File: src/perceptron_branch_predictor_top_macros.svh
// Assertion helpers shared by the predictor RTL.
`ifndef PERCEPTRON_BRANCH_PREDICTOR_TOP_MACROS_SVH
`define PERCEPTRON_BRANCH_PREDICTOR_TOP_MACROS_SVH

// Same-cycle implication, disabled while reset is asserted.
`define PBP_ASSERT_NOW(lbl, clk, rst_n, ante, cons, msg) \
  lbl: assert property (@(posedge clk) disable iff (!rst_n) (ante) |-> (cons)) \
    else $error(msg);

// Next-cycle implication, disabled while reset is asserted.
`define PBP_ASSERT_NEXT(lbl, clk, rst_n, ante, cons, msg) \
  lbl: assert property (@(posedge clk) disable iff (!rst_n) (ante) |=> (cons)) \
    else $error(msg);

`endif

File: src/pbp_pkg.sv
`default_nettype none
package pbp_pkg;

  localparam int TABLE_INDEX_BITS  = 7;
  localparam int WEIGHT_COUNT_BITS = 5;
  localparam int WEIGHT_MAG_BITS   = 7;

  localparam int ROWS   = 2 ** TABLE_INDEX_BITS;
  localparam int NW     = 2 ** WEIGHT_COUNT_BITS;
  localparam int W_W    = WEIGHT_MAG_BITS + 1;
  localparam int HIST_W = NW - 1;
  localparam int SUM_W  = WEIGHT_COUNT_BITS + WEIGHT_MAG_BITS + 1;

  localparam int LANES = (NW >= 8) ? 8 : NW;
  localparam int NGRP  = NW / LANES;

  localparam int THR_W     = 13;
  localparam int THR_RESET = 74;
  localparam int WSUM_W    = 13;

  localparam int PC_W        = 32;
  localparam int OUTCOME_BIT = PC_W;
  localparam int IN_TDATA_W  = 40;
  localparam int OUT_TDATA_W = 16;

  localparam int CFG_ADDR_W = 3;
  localparam int CFG_DATA_W = 32;
  localparam int REG_IDX_W  = CFG_ADDR_W - 2;
  localparam logic [REG_IDX_W-1:0] REG_THRESHOLD = REG_IDX_W'(0);

  typedef logic signed [W_W-1:0] weight_t;
  typedef weight_t [NW-1:0] row_t;
  typedef logic signed [SUM_W-1:0] sum_t;

  typedef struct packed {
    logic load;
    logic update;
    logic out_load;
  } cmd_t;

endpackage
`default_nettype wire

File: src/pbp_regs.sv
`default_nettype none
module pbp_regs (
  input  wire                            clk,
  input  wire                            rst_n,
  input  wire                            cfg_psel,
  input  wire                            cfg_penable,
  input  wire                            cfg_pwrite,
  input  wire  [pbp_pkg::CFG_ADDR_W-1:0] cfg_paddr,
  input  wire  [pbp_pkg::CFG_DATA_W-1:0] cfg_pwdata,
  output logic [pbp_pkg::CFG_DATA_W-1:0] cfg_prdata,
  output logic                           cfg_pready,
  output logic [pbp_pkg::THR_W-1:0]      thr
);
  import pbp_pkg::*;

  logic [THR_W-1:0]     thr_r;
  logic [REG_IDX_W-1:0] reg_idx;
  logic                 wr_en;

  assign reg_idx    = cfg_paddr[CFG_ADDR_W-1:2];
  assign cfg_pready = 1'b1;
  assign wr_en      = cfg_psel && cfg_penable && cfg_pwrite && cfg_pready;
  assign thr        = thr_r;

  always_ff @(posedge clk) begin
    if (!rst_n) begin
      thr_r <= THR_W'(THR_RESET);
    end else if (wr_en && (reg_idx == REG_THRESHOLD)) begin
      thr_r <= cfg_pwdata[THR_W-1:0];
    end
  end

  always_comb begin
    if (reg_idx == REG_THRESHOLD) begin
      cfg_prdata = CFG_DATA_W'(thr_r);
    end else begin
      cfg_prdata = '0;
    end
  end

endmodule
`default_nettype wire

File: config.mk
export PLATFORM = sky130hd
export DESIGN_NAME = pbp_regs
export DESIGN_NICKNAME = d
export VERILOG_FILES = /design/src/perceptron_branch_predictor_top_macros.svh /design/src/pbp_pkg.sv /design/src/pbp_regs.sv
export SDC_FILE = /design/constraint.sdc
export NUM_CORES = 1
export LEC_CHECK = 0
export BUFFER_PORTS_ARGS = -buffer_cell sky130_fd_sc_hd__buf_2
export CORE_ASPECT_RATIO = 1.2
export CORE_MARGIN = 5
export CORE_UTILIZATION = 31
export DETAILED_ROUTE_END_ITERATION = 7
export PLACE_DENSITY = 0.76
export SLEW_MARGIN = 20
export SYNTH_ARGS = -nofsm -noshare
export SYNTH_HDL_FRONTEND = slang
export SYNTH_SLANG_ARGS = --single-unit
File: constraint.sdc
create_clock -name clk -period 0.85 [get_ports clk]
set_clock_uncertainty 0.15 [all_clocks]
set_input_delay 0.085 -clock clk [delete_from_list [all_inputs] [get_ports clk]]
set_output_delay 0.085 -clock clk [all_outputs]
set_load 0.005 [all_outputs]
---- Word level (Yosys, flattened, before mapping) ----
Index checks and enable logic that the tools add are counted.
cells by class
  bitwise logic cells ..................... 1
  mux-type cells .......................... 1
  reductions and logical operators ........ 3
operators with widths
  operator           count
  2-to-1 mux 13 bit  1
  logical AND 1 bit  3
  NOT 1 bit          1
storage, ports and cells
  bits of input ports ..................... 40
  word-level logic and storage cells ...... 6
  register bits ........................... 13

---- Logic depth before layout (Yosys ltp) ----
  depth after elaboration ................. 3
  depth in mapped cells ................... 4
  mapped depth without buffers ............ 2

---- Least setup slack after synthesis ----
No wires, ideal clock.
  path type ............................... input port to flip-flop
  start point ............................. input cfg_paddr[2] (netlist bit)
  end point ............................... register thr_r[0] (netlist: thr[0])
  setup time .............................. 0.072 ns
  path slack .............................. -0.097 ns
  arrival time ............................ 0.725 ns
  stages .................................. 4
  cell sequence ........................... and4b_1 > buf_6 > buf_12 > mux2i_1
between the ends
  longest elaborated chain between the ends .. 2
RTL lines
  element               RTL line        text
  from (decl)           pbp_regs.sv:8   input wire [pbp_pkg::CFG_ADDR_W-1:0] cfg_paddr,
  NOT 1 bit             --
  logical AND 1 bit     pbp_regs.sv:28  end else if (wr_en && (reg_idx == REG_THRESHOLD)) begin
  to (signal assigned)  pbp_regs.sv:27  thr_r <= THR_W'(THR_RESET);
  to (signal assigned)  pbp_regs.sv:29  thr_r <= cfg_pwdata[THR_W-1:0];
  to (decl)             pbp_regs.sv:16  logic [THR_W-1:0] thr_r;
No other way between the ends.
A chain may end at the register's enable or synchronous reset.

---- Worst setup path after layout ----
  start point ............................. register thr_r[10] (netlist: thr[10])
  end point ............................... output cfg_prdata[10] (netlist bit)
between the ends
  longest elaborated chain between the ends .. 1
RTL lines
  element            RTL line        text
  2-to-1 mux 13 bit  pbp_regs.sv:34  if (reg_idx == REG_THRESHOLD) begin
  to (decl)          pbp_regs.sv:10  output logic [pbp_pkg::CFG_DATA_W-1:0] cfg_prdata,
No other way between the ends.

==> flow_summary.json <==
{
  "netlist_area_um2": 808,
  "hold_viol": 3,
  "crit_start": "thr[10]$_SDFFE_PN0P_",
  "rsz0062_at_grt": "yes",
  "cts_hold_buf": 10,
  "final_nets": 201,
  "wl_um": 1910,
  "htreeDepth": 1,
  "drc": 0,
  "seq_area_um2": 277,
  "grt_pass1_vias": 648,
  "holdWs_ns": -0.0798,
  "routabilityCongestion": 0.600,
  "die_y_um": 65.9,
  "num_vias": 752,
  "first_iter_violations": 11,
  "max_cap_viol_count": 0,
  "clk_pin_slew_worst_paths_ns": 0.08,
  "tns_ns": -5.13,
  "die_area_um2": 3730,
  "reg2reg_depth": 3,
  "slew_violations": 0,
  "clock_latency_ns": 0.27,
  "coreArea_um2": 2530,
  "area_delta_synth_final_pct": 68.7,
  "ys_warn_count": 0,
  "reg2reg_slack_ns": -0.02,
  "synth-seq-cells": 13,
  "crit_end": "cfg_prdata[10]",
  "critPathKind": "reg2out",
  "first_pass_iters": 2,
  "min_period_over_period_pct": 132,
  "period_minus_slack_ns": 1.12,
  "setup_viol": 28,
  "status": "finished, violations left",
  "multi_input_area_um2": 467,
  "hp-start": "cfg_pwdata[1]",
  "drtAntennaViolNets": 0,
  "ys_seq_area_share_pct": 32.2,
  "io_buffers": 44,
  "maxClockFrequency_ghz": 0.892,
  "die_w_um": 56.6,
  "dp_hpwl_um": 1400,
  "syn_inst": 94,
  "grt_usage_pct": 9.61,
  "grt_overflow": 0,
  "layout.cells.non_filler": 193,
  "reg2reg_to": "thr[3]$_SDFFE_PN1P_",
  "p_leak_nw": 0.680,
  "pre_cts_ws_ns": -0.213,
  "worstSetupEndpointType": "output pin",
  "holdCritPathClass": "in2reg",
  "setup_ws_ns": -0.271,
  "post_drt_wl_per_cell_um": 9.91,
  "grt_antenna_before_repair": 0,
  "cp.arrival_ns": 0.89,
  "num-fill-cells": 268,
  "avgSynthCellArea_um2": 8.60,
  "io_pins": 86,
  "cp-start-kind": "flop",
  "core.rowCount": 20,
  "placed_cells": 171,
  "cts_buffer_depth": 2,
  "total_power_mw": 1.30,
  "root_buffer": "clkbuf_4",
  "clock_sinks": 13,
  "whs_path_depth": 3,
  "vdd_drop_max_v": 0.000456,
  "ys_types": 12,
  "largest_reg_flops": 13,
  "crit_required_ns": 0.61,
  "start_util_pct": 32.0,
  "powerDensity_nw_per_um2": 951,
  "r2r_start": "thr[3]$_SDFFE_PN1P_",
  "cts_tree": "built",
  "cts-buffers-inserted": 3,
  "drive_gt1_share_pct": 54.4,
  "antennaDiodeCount": 0,
  "violations": "negative hold slack, negative setup slack",
  "post-route-util_pct": 54.0,
  "worst-path-max-fanout": 2,
  "grt_pass1_wl_um": 2820,
  "vias_per_cell": 3.90,
  "grt_max_degree": 14
}
[cell usage after synthesis (all sizes together)]
| library cell | instances | share of area [%] |
|---|---|---|
| and2b | 3 | 3.3 |
| nor2b | 16 | 12 |
| nand2 | 20 | 9.3 |
| dfxtp | 13 | 32 |
| clkbuf | 2 | 0.93 |
| mux2i | 13 | 16 |
| conb | 2 | 0.93 |
| and4b | 1 | 1.2 |
| buf | 24 | 24 |
[area by class of cell]
class / instances / share of cell area, %
Clock buffer: 4 / 1.93
Multi-Input combinational cell: 73 / 34.2
Sequential cell: 13 / 20.3
Tap cell: 33 / 3.03
Timing Repair Buffer: 70 / 40.6
[power by group]
part / switching (mW) / internal [mW]
sequential: 0.00933 / 0.624
clock: 0.195 / 0.182
combinational: 0.117 / 0.169
[layout by cell type, fill, tap and decap left out, types with 2 or more instances in the layout]
| cell | count |
|---|---|
| dlygate4sd3_1 | 10 |
| nand2_1 | 18 |
| and2b_2 | 3 |
| conb_1 | 20 |
| dfxtp_2 | 13 |
| buf_4 | 8 |
| nor2b_1 | 10 |
| mux2i_1 | 13 |
| clkbuf_4 | 3 |
| nor2b_4 | 6 |
| nand2_2 | 2 |
| buf_6 | 14 |
| buf_2 | 35 |
| buf_12 | 3 |
[worst min-delay path by stage]
| stage | end |
|---|---|
| floorplan | thr[11]$_SDFFE_PN0P_ |
| global placement | thr[2]$_SDFFE_PN0P_ |
| detailed placement | thr[5]$_SDFFE_PN0P_ |
| CTS | thr[6]$_SDFFE_PN1P_ |
| global route | thr[1]$_SDFFE_PN1P_ |
| finish | thr[1]$_SDFFE_PN1P_ |
[routing by layer]
metal	global-route usage, %	vias up	share of wire [%]
met3	3.32	3	9.1
li1	-	385	-
met2	15.5	38	50
met4	4.45	0	1.2
met5	0	-	0
met1	11.4	326	39
[cells by family (layout without fill, tap and decap cells)]
| family | Yosys count | after routing | share of synthesized area [%] |
|---|---|---|---|
| flops | 13 | 13 | 32.2 |
| simple gates | 40 | 40 | 26.2 |
| other cells | 2 | 20 | 0.929 |
| mux | 13 | 13 | 16.1 |
| buf+inv | 26 | 74 | 24.6 |
[critical path: stages, from the launching register on]
cell and delay (ns):
dfxtp_2 0.32, and2b_2 0.17, buf_2 0.12
[what timing repair did]
item                                    in CTS  in global routing
gates resized for setup                     12                 28
buffers inserted                             1                  7
endpoints found under the setup margin      26                 29
endpoints found under the hold margin       13                  3
[metrics by stage]
stage	hold slack, ns	area, um2
finish	-0.0798	1360
global route	-0.0744	1360
CTS	-0.0915	1190
detailed placement	0.187	1040
global placement	0.183	1040
floorplan	0.0771	876
(Power assumes the default switching activity.)
