===== config.mk =====
export PLATFORM = sky130hd
export DESIGN_NAME = pbp_ctrl
export DESIGN_NICKNAME = d
export VERILOG_FILES = /design/src/pbp_pkg.sv /design/src/pbp_ctrl.sv
export VERILOG_INCLUDE_DIRS = /design/src /design/src/src
export SDC_FILE = /design/constraint.sdc
export NUM_CORES = 1
export LEC_CHECK = 0
export ABC_AREA = 1
export BUFFER_PORTS_ARGS = -buffer_cell sky130_fd_sc_hd__clkbuf_2
export CORE_AREA = 2 2 39 41
export DETAILED_ROUTE_END_ITERATION = 10
export DIE_AREA = 0 0 41 43
export RECOVER_POWER = 100
export SLEW_MARGIN = 20
export SYNTH_ARGS = -nofsm -noshare
export SYNTH_HDL_FRONTEND = slang
export SYNTH_SLANG_ARGS = --single-unit
export TNS_END_PERCENT = 20

===== constraint.sdc =====
create_clock -name clk -period 1.95 [get_ports clk]
set_clock_uncertainty 0.05 [all_clocks]
set_input_delay 0.39 -clock clk [delete_from_list [all_inputs] [get_ports clk]]
set_output_delay 0.39 -clock clk [all_outputs]
set_load 0.03 [all_outputs]

===== src/perceptron_branch_predictor_top_macros.svh =====
// Assertion helpers shared by the predictor RTL.
`ifndef PERCEPTRON_BRANCH_PREDICTOR_TOP_MACROS_SVH
`define PERCEPTRON_BRANCH_PREDICTOR_TOP_MACROS_SVH

// Same-cycle implication, disabled while reset is asserted.
`define PBP_ASSERT_NOW(lbl, clk, rst_n, ante, cons, msg) \
  lbl: assert property (@(posedge clk) disable iff (!rst_n) (ante) |-> (cons)) \
    else $error(msg);

// Next-cycle implication, disabled while reset is asserted.
`define PBP_ASSERT_NEXT(lbl, clk, rst_n, ante, cons, msg) \
  lbl: assert property (@(posedge clk) disable iff (!rst_n) (ante) |=> (cons)) \
    else $error(msg);

`endif


===== src/pbp_pkg.sv =====
`default_nettype none
package pbp_pkg;

  localparam int TABLE_INDEX_BITS  = 7;
  localparam int WEIGHT_COUNT_BITS = 5;
  localparam int WEIGHT_MAG_BITS   = 7;

  localparam int ROWS   = 2 ** TABLE_INDEX_BITS;
  localparam int NW     = 2 ** WEIGHT_COUNT_BITS;
  localparam int W_W    = WEIGHT_MAG_BITS + 1;
  localparam int HIST_W = NW - 1;
  localparam int SUM_W  = WEIGHT_COUNT_BITS + WEIGHT_MAG_BITS + 1;

  localparam int LANES = (NW >= 8) ? 8 : NW;
  localparam int NGRP  = NW / LANES;

  localparam int THR_W     = 13;
  localparam int THR_RESET = 74;
  localparam int WSUM_W    = 13;

  localparam int PC_W        = 32;
  localparam int OUTCOME_BIT = PC_W;
  localparam int IN_TDATA_W  = 40;
  localparam int OUT_TDATA_W = 16;

  localparam int CFG_ADDR_W = 3;
  localparam int CFG_DATA_W = 32;
  localparam int REG_IDX_W  = CFG_ADDR_W - 2;
  localparam logic [REG_IDX_W-1:0] REG_THRESHOLD = REG_IDX_W'(0);

  typedef logic signed [W_W-1:0] weight_t;
  typedef weight_t [NW-1:0] row_t;
  typedef logic signed [SUM_W-1:0] sum_t;

  typedef struct packed {
    logic load;
    logic update;
    logic out_load;
  } cmd_t;

endpackage
`default_nettype wire


===== src/pbp_ctrl.sv =====
`default_nettype none
`include "perceptron_branch_predictor_top_macros.svh"
module pbp_ctrl (
  input  wire           clk,
  input  wire           rst_n,
  input  wire           in_tvalid,
  output logic          in_tready,
  output logic          out_tvalid,
  input  wire           out_tready,
  output pbp_pkg::cmd_t cmd
);
  import pbp_pkg::*;

  typedef enum logic [2:0] {
    S_IDLE,
    S_RD,
    S_SUM1,
    S_SUM2,
    S_UPD,
    S_DONE
  } state_t;

  state_t st_r;
  state_t st_nxt;
  logic   out_tvalid_r;
  logic   out_tvalid_nxt;

  assign in_tready  = (st_r == S_IDLE);
  assign out_tvalid = out_tvalid_r;

  always_comb begin
    st_nxt         = st_r;
    out_tvalid_nxt = out_tvalid_r && !out_tready;
    cmd            = '0;
    unique case (st_r)
      S_IDLE: begin
        if (in_tvalid) begin
          cmd.load = 1'b1;
          st_nxt   = S_RD;
        end
      end
      S_RD:   st_nxt = S_SUM1;
      S_SUM1: st_nxt = S_SUM2;
      S_SUM2: st_nxt = S_UPD;
      S_UPD: begin
        cmd.update = 1'b1;
        st_nxt     = S_DONE;
      end
      S_DONE: begin
        if (!out_tvalid_r || out_tready) begin
          cmd.out_load   = 1'b1;
          out_tvalid_nxt = 1'b1;
          st_nxt         = S_IDLE;
        end
      end
      default: st_nxt = S_IDLE;
    endcase
  end

  always_ff @(posedge clk) begin
    if (!rst_n) begin
      st_r         <= S_IDLE;
      out_tvalid_r <= 1'b0;
    end else begin
      st_r         <= st_nxt;
      out_tvalid_r <= out_tvalid_nxt;
    end
  end

  `PBP_ASSERT_NEXT(a_one_in_flight, clk, rst_n, in_tvalid && in_tready, !in_tready, "busy accept")
  `PBP_ASSERT_NOW(a_out_from_done, clk, rst_n, $rose(out_tvalid_r), $past(st_r) == S_DONE, "out early")
  `PBP_ASSERT_NEXT(a_upd_once, clk, rst_n, cmd.update, !cmd.update && (st_r == S_DONE), "no done")

endmodule
`default_nettype wire


======== After elaboration in Yosys (flattened, before gate mapping) ========
Cells that the tools add are included.
cells by class
  eq/ne operators ......................... 7
  mux-type cells .......................... 10
  reduce and logical (&&, ||, !) cells .... 6
operators with widths
  cell                number
  $pmux 3 s6          1
  $mux 1              7
  $eq 3x2->1 const B  2
  $eq 3x3->1 const B  2
  $mux 3              2
  $ne 2x2->1 const B  2
  $eq 3x1->1 const B  1
  $logic_not 3->1     1
  $logic_not 1->1     2
  $reduce_and 2->1    1
  $logic_and 1x1->1   1
  $logic_or 1x1->1    1
storage, ports and cells
  register bits ........................... 4
  word-level logic and storage cells ...... 25
  input port bits ......................... 4

======== Longest topological paths before layout ========
Gate-level depths: netlist of run 1.
  word-level depth ........................ 4
  mapped depth ............................ 5
  depth with buffers taken out ............ 5

======== Worst setup path before layout of run 1 ========
Ideal clock, no wire load.
  kind .................................... reg-to-output
  from .................................... register st_r[0]
  to ...................................... output port cmd[0] (netlist bit)
  stages on the path, launching flop included .. 3
  path buffers ............................ 0
  arrival time ............................ 1.010 ns
  setup slack ............................. 0.500 ns
  path through ............................ dfxtp_1 nand3_2 a21oi_1
RTL lines
  what                      RTL line        source
  start: declaration        pbp_ctrl.sv:23  state_t st_r;
  start signal: assignment  pbp_ctrl.sv:65  st_r <= st_nxt;
  end: declaration          pbp_ctrl.sv:10  output pbp_pkg::cmd_t cmd

==> results.txt, run 1 <==
Post-Synthesis Cells: 31
Overflow after GRT: 0
non-filler cells, final: 58
Hold Startpoint: rst_n
H-tree levels: 1
Critical R2R Launch: st_r[0]$_SDFFE_PN0P_
post-synthesis sequential area ratio: 39.0%
Final Hold Fails: 0
Cell Pwr Density: 995 mW/mm2
Max Cap Viol: 0
critical-path cell with the highest stage delay: dfxtp_1
Fin Setup TNS: 0 ns
Clock Sinks: 4
Final Wtd Congestion: 0.643
status: finished, final reports clean
starting density of the core: 14.8%
layout cells sized above 1: 16.7%
Avg WL per Cell: 7.05 um
Power Internal: 0.182 mW
Fillers: 168
FF/Latch Area: 80.1 um2
Final period util: 86.7%
Critical Path Source Type: register
cell family with most CP delay: flip-flops
# rows: 14
final core utilization: 19.8%
Placed Cells: 55
sequential share of power: 37.8%
vias in the first global route: 218
multi-input logic area: 91.3 um2
Synth top area share: 39.0%
TritonCTS clock tree: yes
1st-iter DRT viols: 4
Layout area overhead: 33.5%
Ys Warns: 0
initial antenna violation count: 0
PostCTS Resize Cnt: 0
die area: 0.00176 mm2
most common cell after layout, fill and taps aside: inv_1
cell taking the most area after synthesis: dfxtp_1
worst skew pair latency: 0.23 ns
Worst EP arrival: 1.25 ns
r2r endpoint: st_r[0]$_SDFFE_PN0P_
All-Layer GR Usage: 6.82%
Post-DP HPWL: 339 um
WL final: 409 um
Std-Cell Core Area: 0.00138 mm2
# DRC: 0
first-pass GRT wire length: 752 um
drt pass-1 iters: 4
worst vdd ir: 0.273 mV
Post-Syn Area: 205 um2
Hold WC Path Type: input pin to register
Synth area leaders: dfxtp_1 (39%), inv_1 (13%), nand2_1 (9.1%)
die height: 43 um
Bufs and invs on worst path: 1
Root Driver: clkbuf_4
critical path type: register to output port
CTS Hold Bufs: 0
via count: 221
Die Wd: 41 um
Slew Viols, Final: 0
Antenna Nets Post-Route: 0
Gate power share: 25.9%
diode count: 0
CP peak stage delay: 0.41 ns
# setup viols final: 0
setup bufs post-CTS: 0
switch share: 33.1%
commonest cells after routing, fill and taps aside: inv_1 (7), nor2_1 (6), nand2_1 (5), clkbuf_1 (5), dfxtp_1 (4)
worst hold endpoint: st_r[0]$_SDFFE_PN0P_
largest net degree at the start of global routing: 6
Fmax: 592 MHz
Final min period: 1.69 ns
Final #Nets: 48
cts bufs inserted: 3
Yosys reg bits: 4
worst rel slew slack: 76.0%
CP max FO: 5
crit path setup slack, layout: 0.260 ns
reg-to-reg setup timing slack: 0.99 ns
actual transition at the worst max-transition pin: 0.362 ns
cell depth of the worst min-delay path: 3
Net Switching: 0.0902 mW
Reg2Reg Depth: 4
Syn Nets: 35
worst path cell trace: nand3_1 > a21oi_1 > clkbuf_1
Placement Setup Slack: 0.610 ns
RSZ-0062 raised after global routing: false
Netlist cell types: 10
Boundary Pins: 9
clock-pin transition on the worst setup and hold timing paths: 0.03 ns
IO Port Bufs: 8
Worst setup EP type: output port
Worst EP required: 1.51 ns
post-synthesis area per instance: 6.62 um2
clk buf depth: 2
leakage power: 0.135 nW
vias per std cell: 3.81
Clock Power Share: 36.2%
==> cell families (layout without fill, tap and decap cells) <==
group | after synthesis | after routing | share of synthesized area (%)
xor gates and xnor gates | 1 | 1 | 4.27
DFF | 4 | 4 | 39.0
and+or+nand+nor | 16 | 16 | 36.6
AOI/OAI and AO/OA | 3 | 3 | 7.31
buffers and inverters | 7 | 18 | 12.8
==> power groups by stage <==
stage | clock, mW | sequential, mW | combinational (mW)
2_1_floorplan | 0 | 0.103 | 0.0565
3_3_place_gp | 0 | 0.104 | 0.0748
4_1_cts | 0.106 | 0.104 | 0.0757
5_1_grt | 0.109 | 0.105 | 0.0810
3_5_place_dp | 0 | 0.105 | 0.0752
6_report | 0.0988 | 0.103 | 0.0707
==> area by class of cell <==
| cell class | instances | area share [%] |
|---|---|---|
| clock buffers | 3 | 8.22 |
| inverters | 7 | 9.59 |
| well taps | 16 | 7.31 |
| repair buffers | 8 | 12.3 |
| flip-flops and latches | 4 | 29.2 |
| multi-input cells | 20 | 33.3 |
==> per-stage QoR <==
stage | cell area (um2) | hold slack, ns | total power, mW
3_3_place_gp | 265 | 0.465 | 0.179
3_5_place_dp | 265 | 0.469 | 0.180
6_report | 274 | 0.347 | 0.273
2_1_floorplan | 205 | 0.432 | 0.160
5_1_grt | 274 | 0.377 | 0.294
4_1_cts | 288 | 0.339 | 0.285
==> worst max-delay path by stage <==
stage | endpoint | cells after the start | from | slack (ns)
floorplan | cmd[0] | 2 | st_r[0]$_SDFFE_PN0P_ | 0.50
CTS | cmd[0] | 3 | st_r[0]$_SDFFE_PN0P_ | 0.36
detailed placement | cmd[0] | 3 | st_r[0]$_SDFFE_PN0P_ | 0.61
finish | cmd[0] | 3 | st_r[0]$_SDFFE_PN0P_ | 0.26
global placement | cmd[0] | 3 | st_r[0]$_SDFFE_PN0P_ | 0.64
global route | cmd[0] | 3 | st_r[0]$_SDFFE_PN0P_ | 0.16
==> registers in the layout, summed over array words and instances (netlist names) <==
signal	flops
st_r	3
out_tvalid	1
==> worst reg2reg max path: cells and delay by family, from the launching register on <==
family | cells | cell delay (ns)
flops | 1 | 0.41
simple gates | 4 | 0.44
==> Yosys cell counts (all sizes together) <==
cell / n
nor3: 1
nor2: 7
nand3: 3
inv: 7
xnor2: 1
dfxtp: 4
a21oi: 3
nand2: 5
==> layer usage <==
metal	up-vias	global-route usage, %	share of wire (%)
met5	-	0	0
met4	0	6.00	1.7
met3	2	4.71	4.4
met2	2	9.69	58
met1	100	6.09	35
li1	117	-	-
Power figures use the tool's default switching activity.
==> inputs of run 2 (changes only) <==
PLACE_DENSITY = 0.43   (was not set)
RECOVER_POWER = not set   (was 100)
==> run 2 against run 1 <==
Hold slack worse by 0.012 ns. Maximum frequency up 8.2%. Final cell count unchanged. Total power up 1.5%. First-iteration DRC count down 100%. Routed wire length down 9.8%. Critical path depth unchanged. Combinational power up 3.7%. Via count unchanged. Core utilization up 0.99 points.
==> results.txt, run 2 (same netlist as run 1, synthesis figures left out) <==
status: finished, final reports clean
Boundary Pins: 9
Root Driver: clkbuf_4
WL final: 369 um
most common cell after layout, fill and taps aside: clkbuf_2
1st-iter DRT viols: 0
Die Wd: 41 um
initial antenna violation count: 0
die height: 43 um
# rows: 14
Slew Viols, Final: 0
Final Wtd Congestion: 0.657
worst vdd ir: 0.221 mV
largest net degree at the start of global routing: 6
Reg2Reg Depth: 5
drt pass-1 iters: 1
leakage power: 0.152 nW
# setup viols final: 0
clock-pin transition on the worst setup and hold timing paths: 0.04 ns
Critical R2R Launch: st_r[0]$_SDFFE_PN0P_
Antenna Nets Post-Route: 0
Worst setup EP type: output port
via count: 221
starting density of the core: 14.8%
Post-DP HPWL: 316 um
All-Layer GR Usage: 6.13%
Final min period: 1.56 ns
Largest register FFs: 3
IO Port Bufs: 8
CP max FO: 5
worst skew pair latency: 0.23 ns
final core utilization: 20.8%
RSZ-0062 raised after global routing: false
Layout area overhead: 40.2%
worst rel slew slack: 86.0%
commonest cells after routing, fill and taps aside: clkbuf_2 (8), inv_1 (7), nand2_1 (5), nor2_1 (5), dfxtp_1 (4)
r2r endpoint: st_r[2]$_SDFFE_PN0P_
worst hold endpoint: st_r[0]$_SDFFE_PN0P_
Cell Pwr Density: 961 mW/mm2
# DRC: 0
cts bufs inserted: 3
PostCTS Resize Cnt: 0
Worst EP arrival: 1.12 ns
Hold Startpoint: rst_n
actual transition at the worst max-transition pin: 0.209 ns
H-tree levels: 1
vias in the first global route: 203
Worst EP required: 1.51 ns
Hold WC Path Type: input pin to register
vias per std cell: 3.81
Clock Sinks: 4
CTS Hold Bufs: 0
diode count: 0
Max Cap Viol: 0
Std-Cell Core Area: 0.00138 mm2
Final period util: 80.1%
Final Hold Fails: 0
Final Total Pwr: 0.277 mW
Critical Path Source Type: register
Final #Nets: 48
TritonCTS clock tree: yes
Overflow after GRT: 0
Avg WL per Cell: 6.36 um
Fmax: 640 MHz
Fillers: 173
Reg with most FFs: st_r
layout cells sized above 1: 33.3%
clk buf depth: 2
Fin Setup TNS: 0 ns
die area: 0.00176 mm2
cell depth of the worst min-delay path: 3
critical path type: register to output port
reg-to-reg setup timing slack: 1.02 ns
first-pass GRT wire length: 634 um
setup bufs post-CTS: 0
## run 2: cell counts in the layout (fill, tap and decap cells not counted)
No cell type changed its count.
## run 2: per-layer routing
metal	GRT usage, %	up-vias	routed length [um]
li1	-	117	-
met1	4.84	100	138
met2	7.81	2	203
met3	4.71	2	22
met4	8.00	0	5
met5	0	-	0
## run 2: area by class of cell
class | count | area, um2 | share of cell area (%)
timing repair buffer | 8 | 40.0 | 13.9
inverter | 7 | 26.3 | 9.13
multi-input combinational | 20 | 98.8 | 34.3
clock buffer | 3 | 22.5 | 7.83
tap | 16 | 20.0 | 6.96
sequential | 4 | 80.1 | 27.8
## run 2: how the worst max path moves through the flow
stage                         startpoint      to  slack, ns
CTS                 st_r[0]$_SDFFE_PN0P_  cmd[0]       0.38
global route        st_r[0]$_SDFFE_PN0P_  cmd[2]       0.29
global placement    st_r[0]$_SDFFE_PN0P_  cmd[0]       0.62
finish              st_r[0]$_SDFFE_PN0P_  cmd[0]       0.39
floorplan           st_r[0]$_SDFFE_PN0P_  cmd[0]       0.50
detailed placement  st_r[0]$_SDFFE_PN0P_  cmd[0]       0.64
## run 2: where the power goes
group	switching, mW	internal (mW)	leakage [nW]
clock network	0.0311	0.0687	0.0138
registers	0.0127	0.0909	0.0327
logic	0.0473	0.0260	0.105
## run 2: worst max-delay path: stages, from the launching register on
cell	delay, ns
dfxtp_1	0.42
nand3_2	0.13
a21oi_1	0.13
clkbuf_2	0.22
## run 2: per-stage QoR
| step | setup slack (ns) | instance area [um2] | hold WS (ns) | instances |
|---|---|---|---|---|
| after floorplan | 0.500 | 205 | 0.432 | 31 |
| after global placement | 0.620 | 265 | 0.476 | 55 |
| after detailed placement | 0.635 | 265 | 0.469 | 55 |
| after CTS | 0.381 | 288 | 0.333 | 58 |
| after global routing | 0.291 | 288 | 0.354 | 58 |
| final | 0.388 | 288 | 0.335 | 58 |
==> inputs of run 3 (changes only) <==
ABC_AREA = 0   (was 1)
PLACE_DENSITY = 0.44   (was 0.43)
clock period = 1.3 ns   (was 1.95 ns; I/O delays follow)
==> run 3 against run 2 <==
The flow now finishes with violations (negative setup slack). Largest cell class unchanged. Core utilization is 4.3 points higher. Final area is 21% higher. Highest routed layer is now met3. First-iteration DRC count stayed put.
==> results.txt, run 3 <==
Placement Setup Slack: 0.0472 ns
RSZ-0062 raised after global routing: true
cts bufs inserted: 3
CP Launch Point: st_r[0]$_SDFFE_PN0P_
post-synthesis mux area share: 0%
Std-Cell Core Area: 0.00138 mm2
Critical R2R Launch: st_r[2]$_SDFFE_PN0P_
via count: 201
worst rel slew slack: 88.1%
fin area: 348 um2
Max Cap Viol: 0
# DRC: 0
# rows: 14
Root Driver: clkbuf_4
setup bufs post-CTS: 0
Worst setup EP type: output port
leakage power: 0.153 nW
EDFF count, synth: 0
clk buf depth: 2
first-pass GRT wire length: 786 um
Post-Syn Area: 210 um2
Final #Nets: 40
Final Wtd Congestion: 0.672
Layout area overhead: 65.5%
Die Wd: 41 um
diode count: 0
Post-DP HPWL: 356 um
simple-gate share of the synthesized area: 37.5%
crit path setup slack, layout: -0.0706 ns
WL final: 481 um
Final min period: 1.37 ns
Antenna Nets Post-Route: 0
met3 Usage GRT: 4.71%
die height: 43 um
placed inst area: 284 um2
Largest register FFs: 3
largest family of logic cells by synthesized area: simple AND/OR/NAND/NOR gates
largest net degree at the start of global routing: 8
Overflow after GRT: 0
Hold Startpoint: rst_n
GR Util met2: 8.44%
Ys Warns: 0
failing checks: negative setup slack
Synth Area in XOR/XNOR: 4.17%
CP max FO: 4
Netlist cell types: 17
post-synthesis area per instance: 9.14 um2
critical path type: register to output port
Final Total Pwr: 0.451 mW
Hold WC Path Type: input pin to register
Boundary Pins: 9
Synth Area in Compound Gates: 13.7%
initial antenna violation count: 0
count leader, synth: dfxtp_1
Avg WL per Cell: 9.62 um
All-Layer GR Usage: 7.04%
top cells by count, synth: dfxtp_1 (4), buf_2 (2), nand2_1 (2), nor2_1 (2)
IO Port Bufs: 8
vias per std cell: 4.02
multi-input logic area: 130 um2
Yosys reg bits: 4
Synth area leaders: dfxtp_1 (38%), nor3b_2 (6.0%), o2111a_1 (5.4%)
met1 Resource Use GR: 9.03%
actual transition at the worst max-transition pin: 0.179 ns
# setup viols final: 4
FF/Latch Area: 88.8 um2
cell taking the most area after synthesis: dfxtp_1
TritonCTS clock tree: yes
Hold WS: 0.260 ns
status: finished, violations left
worst skew pair latency: 0.23 ns
layout cells sized above 1: 61.8%
Clock Sinks: 4
Reg with most FFs: st_r
vias in the first global route: 186
die area: 0.00176 mm2
H-tree levels: 1
Synth top area share: 38.1%
clock-pin transition on the worst setup and hold timing paths: 0.04 ns
Critical Path Source Type: register
Cell Pwr Density: 1300 mW/mm2
Fillers: 151
fraction of the mapped netlist area in adder cells: 0%
ys async rst share: 0%
commonest cells after routing, fill and taps aside: clkbuf_4 (4), clkbuf_2 (4)
Syn Nets: 27
Final period util: 105%
Fmax: 730 MHz
Worst EP required: 0.99 ns
1st-iter DRT viols: 0
starting density of the core: 15.2%
Post-Synthesis Cells: 23
Slew Viols, Final: 0
post-synthesis sequential area ratio: 38.1%
Final Hold Fails: 0
most used routing layer: met1
worst vdd ir: 0.457 mV
Worst EP arrival: 1.06 ns
drt pass-1 iters: 1
dominant synthesized flop cell: dfxtp_1
-- run 3: worst paths after layout --
| kind | cells after the start | slack [ns] | to |
|---|---|---|---|
| min | 2 | 0.26 | st_r[0]$_SDFFE_PN0P_ |
| max reg2reg | 3 | 0.21 | st_r[2]$_SDFFE_PN0P_ |
| min reg2reg | 2 | 0.47 | out_tvalid$_SDFF_PN0_ |
| max | 3 | -0.07 | cmd[1] |
-- run 3: what timing repair did --
item | in CTS | in global routing
hold buffers | 0 | 0
setup endpoints to repair | 4 | 4
resized for setup | 12 | 3
pin swaps | 2 | 2
-- run 3: cell families after synthesis --
group,Yosys count
XOR/XNOR,1
AO/OA/AOI/OAI,3
AND/OR/NAND/NOR,12
buffers and inverters,3
flip-flops,4
-- run 3: routing by layer --
metal / wire, um / part of all wire, %
met4: 0 / 0
met1: 251 / 52
met5: 0 / 0
met2: 194 / 40
met3: 35 / 7.3
-- run 3: worst max-delay path: stages, from the launching register on --
cell and delay (ns):
dfxtp_4 0.36, buf_6 0.12, nor3b_2 0.16, clkbuf_8 0.18
-- run 3: where the power goes --
group	internal [mW]	switching [mW]	leakage (nW)
clock network	0.103	0.0508	0.0138
logic	0.0702	0.0655	0.104
registers	0.138	0.0233	0.0345
-- run 3: area by class of cell --
class	instances	area share [%]
Multi-Input combinational cell	16	37.4
Sequential cell	4	25.5
Inverter	1	1.08
Timing Repair Buffer	10	23.7
Clock buffer	3	6.47
Tap cell	16	5.76
-- run 3: metrics by stage --
step,utilization [%],instances,setup TNS (ns)
floorplan,-,23,-0.0672
global placement,20.5,47,0
detailed placement,20.5,47,0
CTS,24.7,50,-0.285
global route,25.1,50,-0.451
finish,25.1,50,-0.197
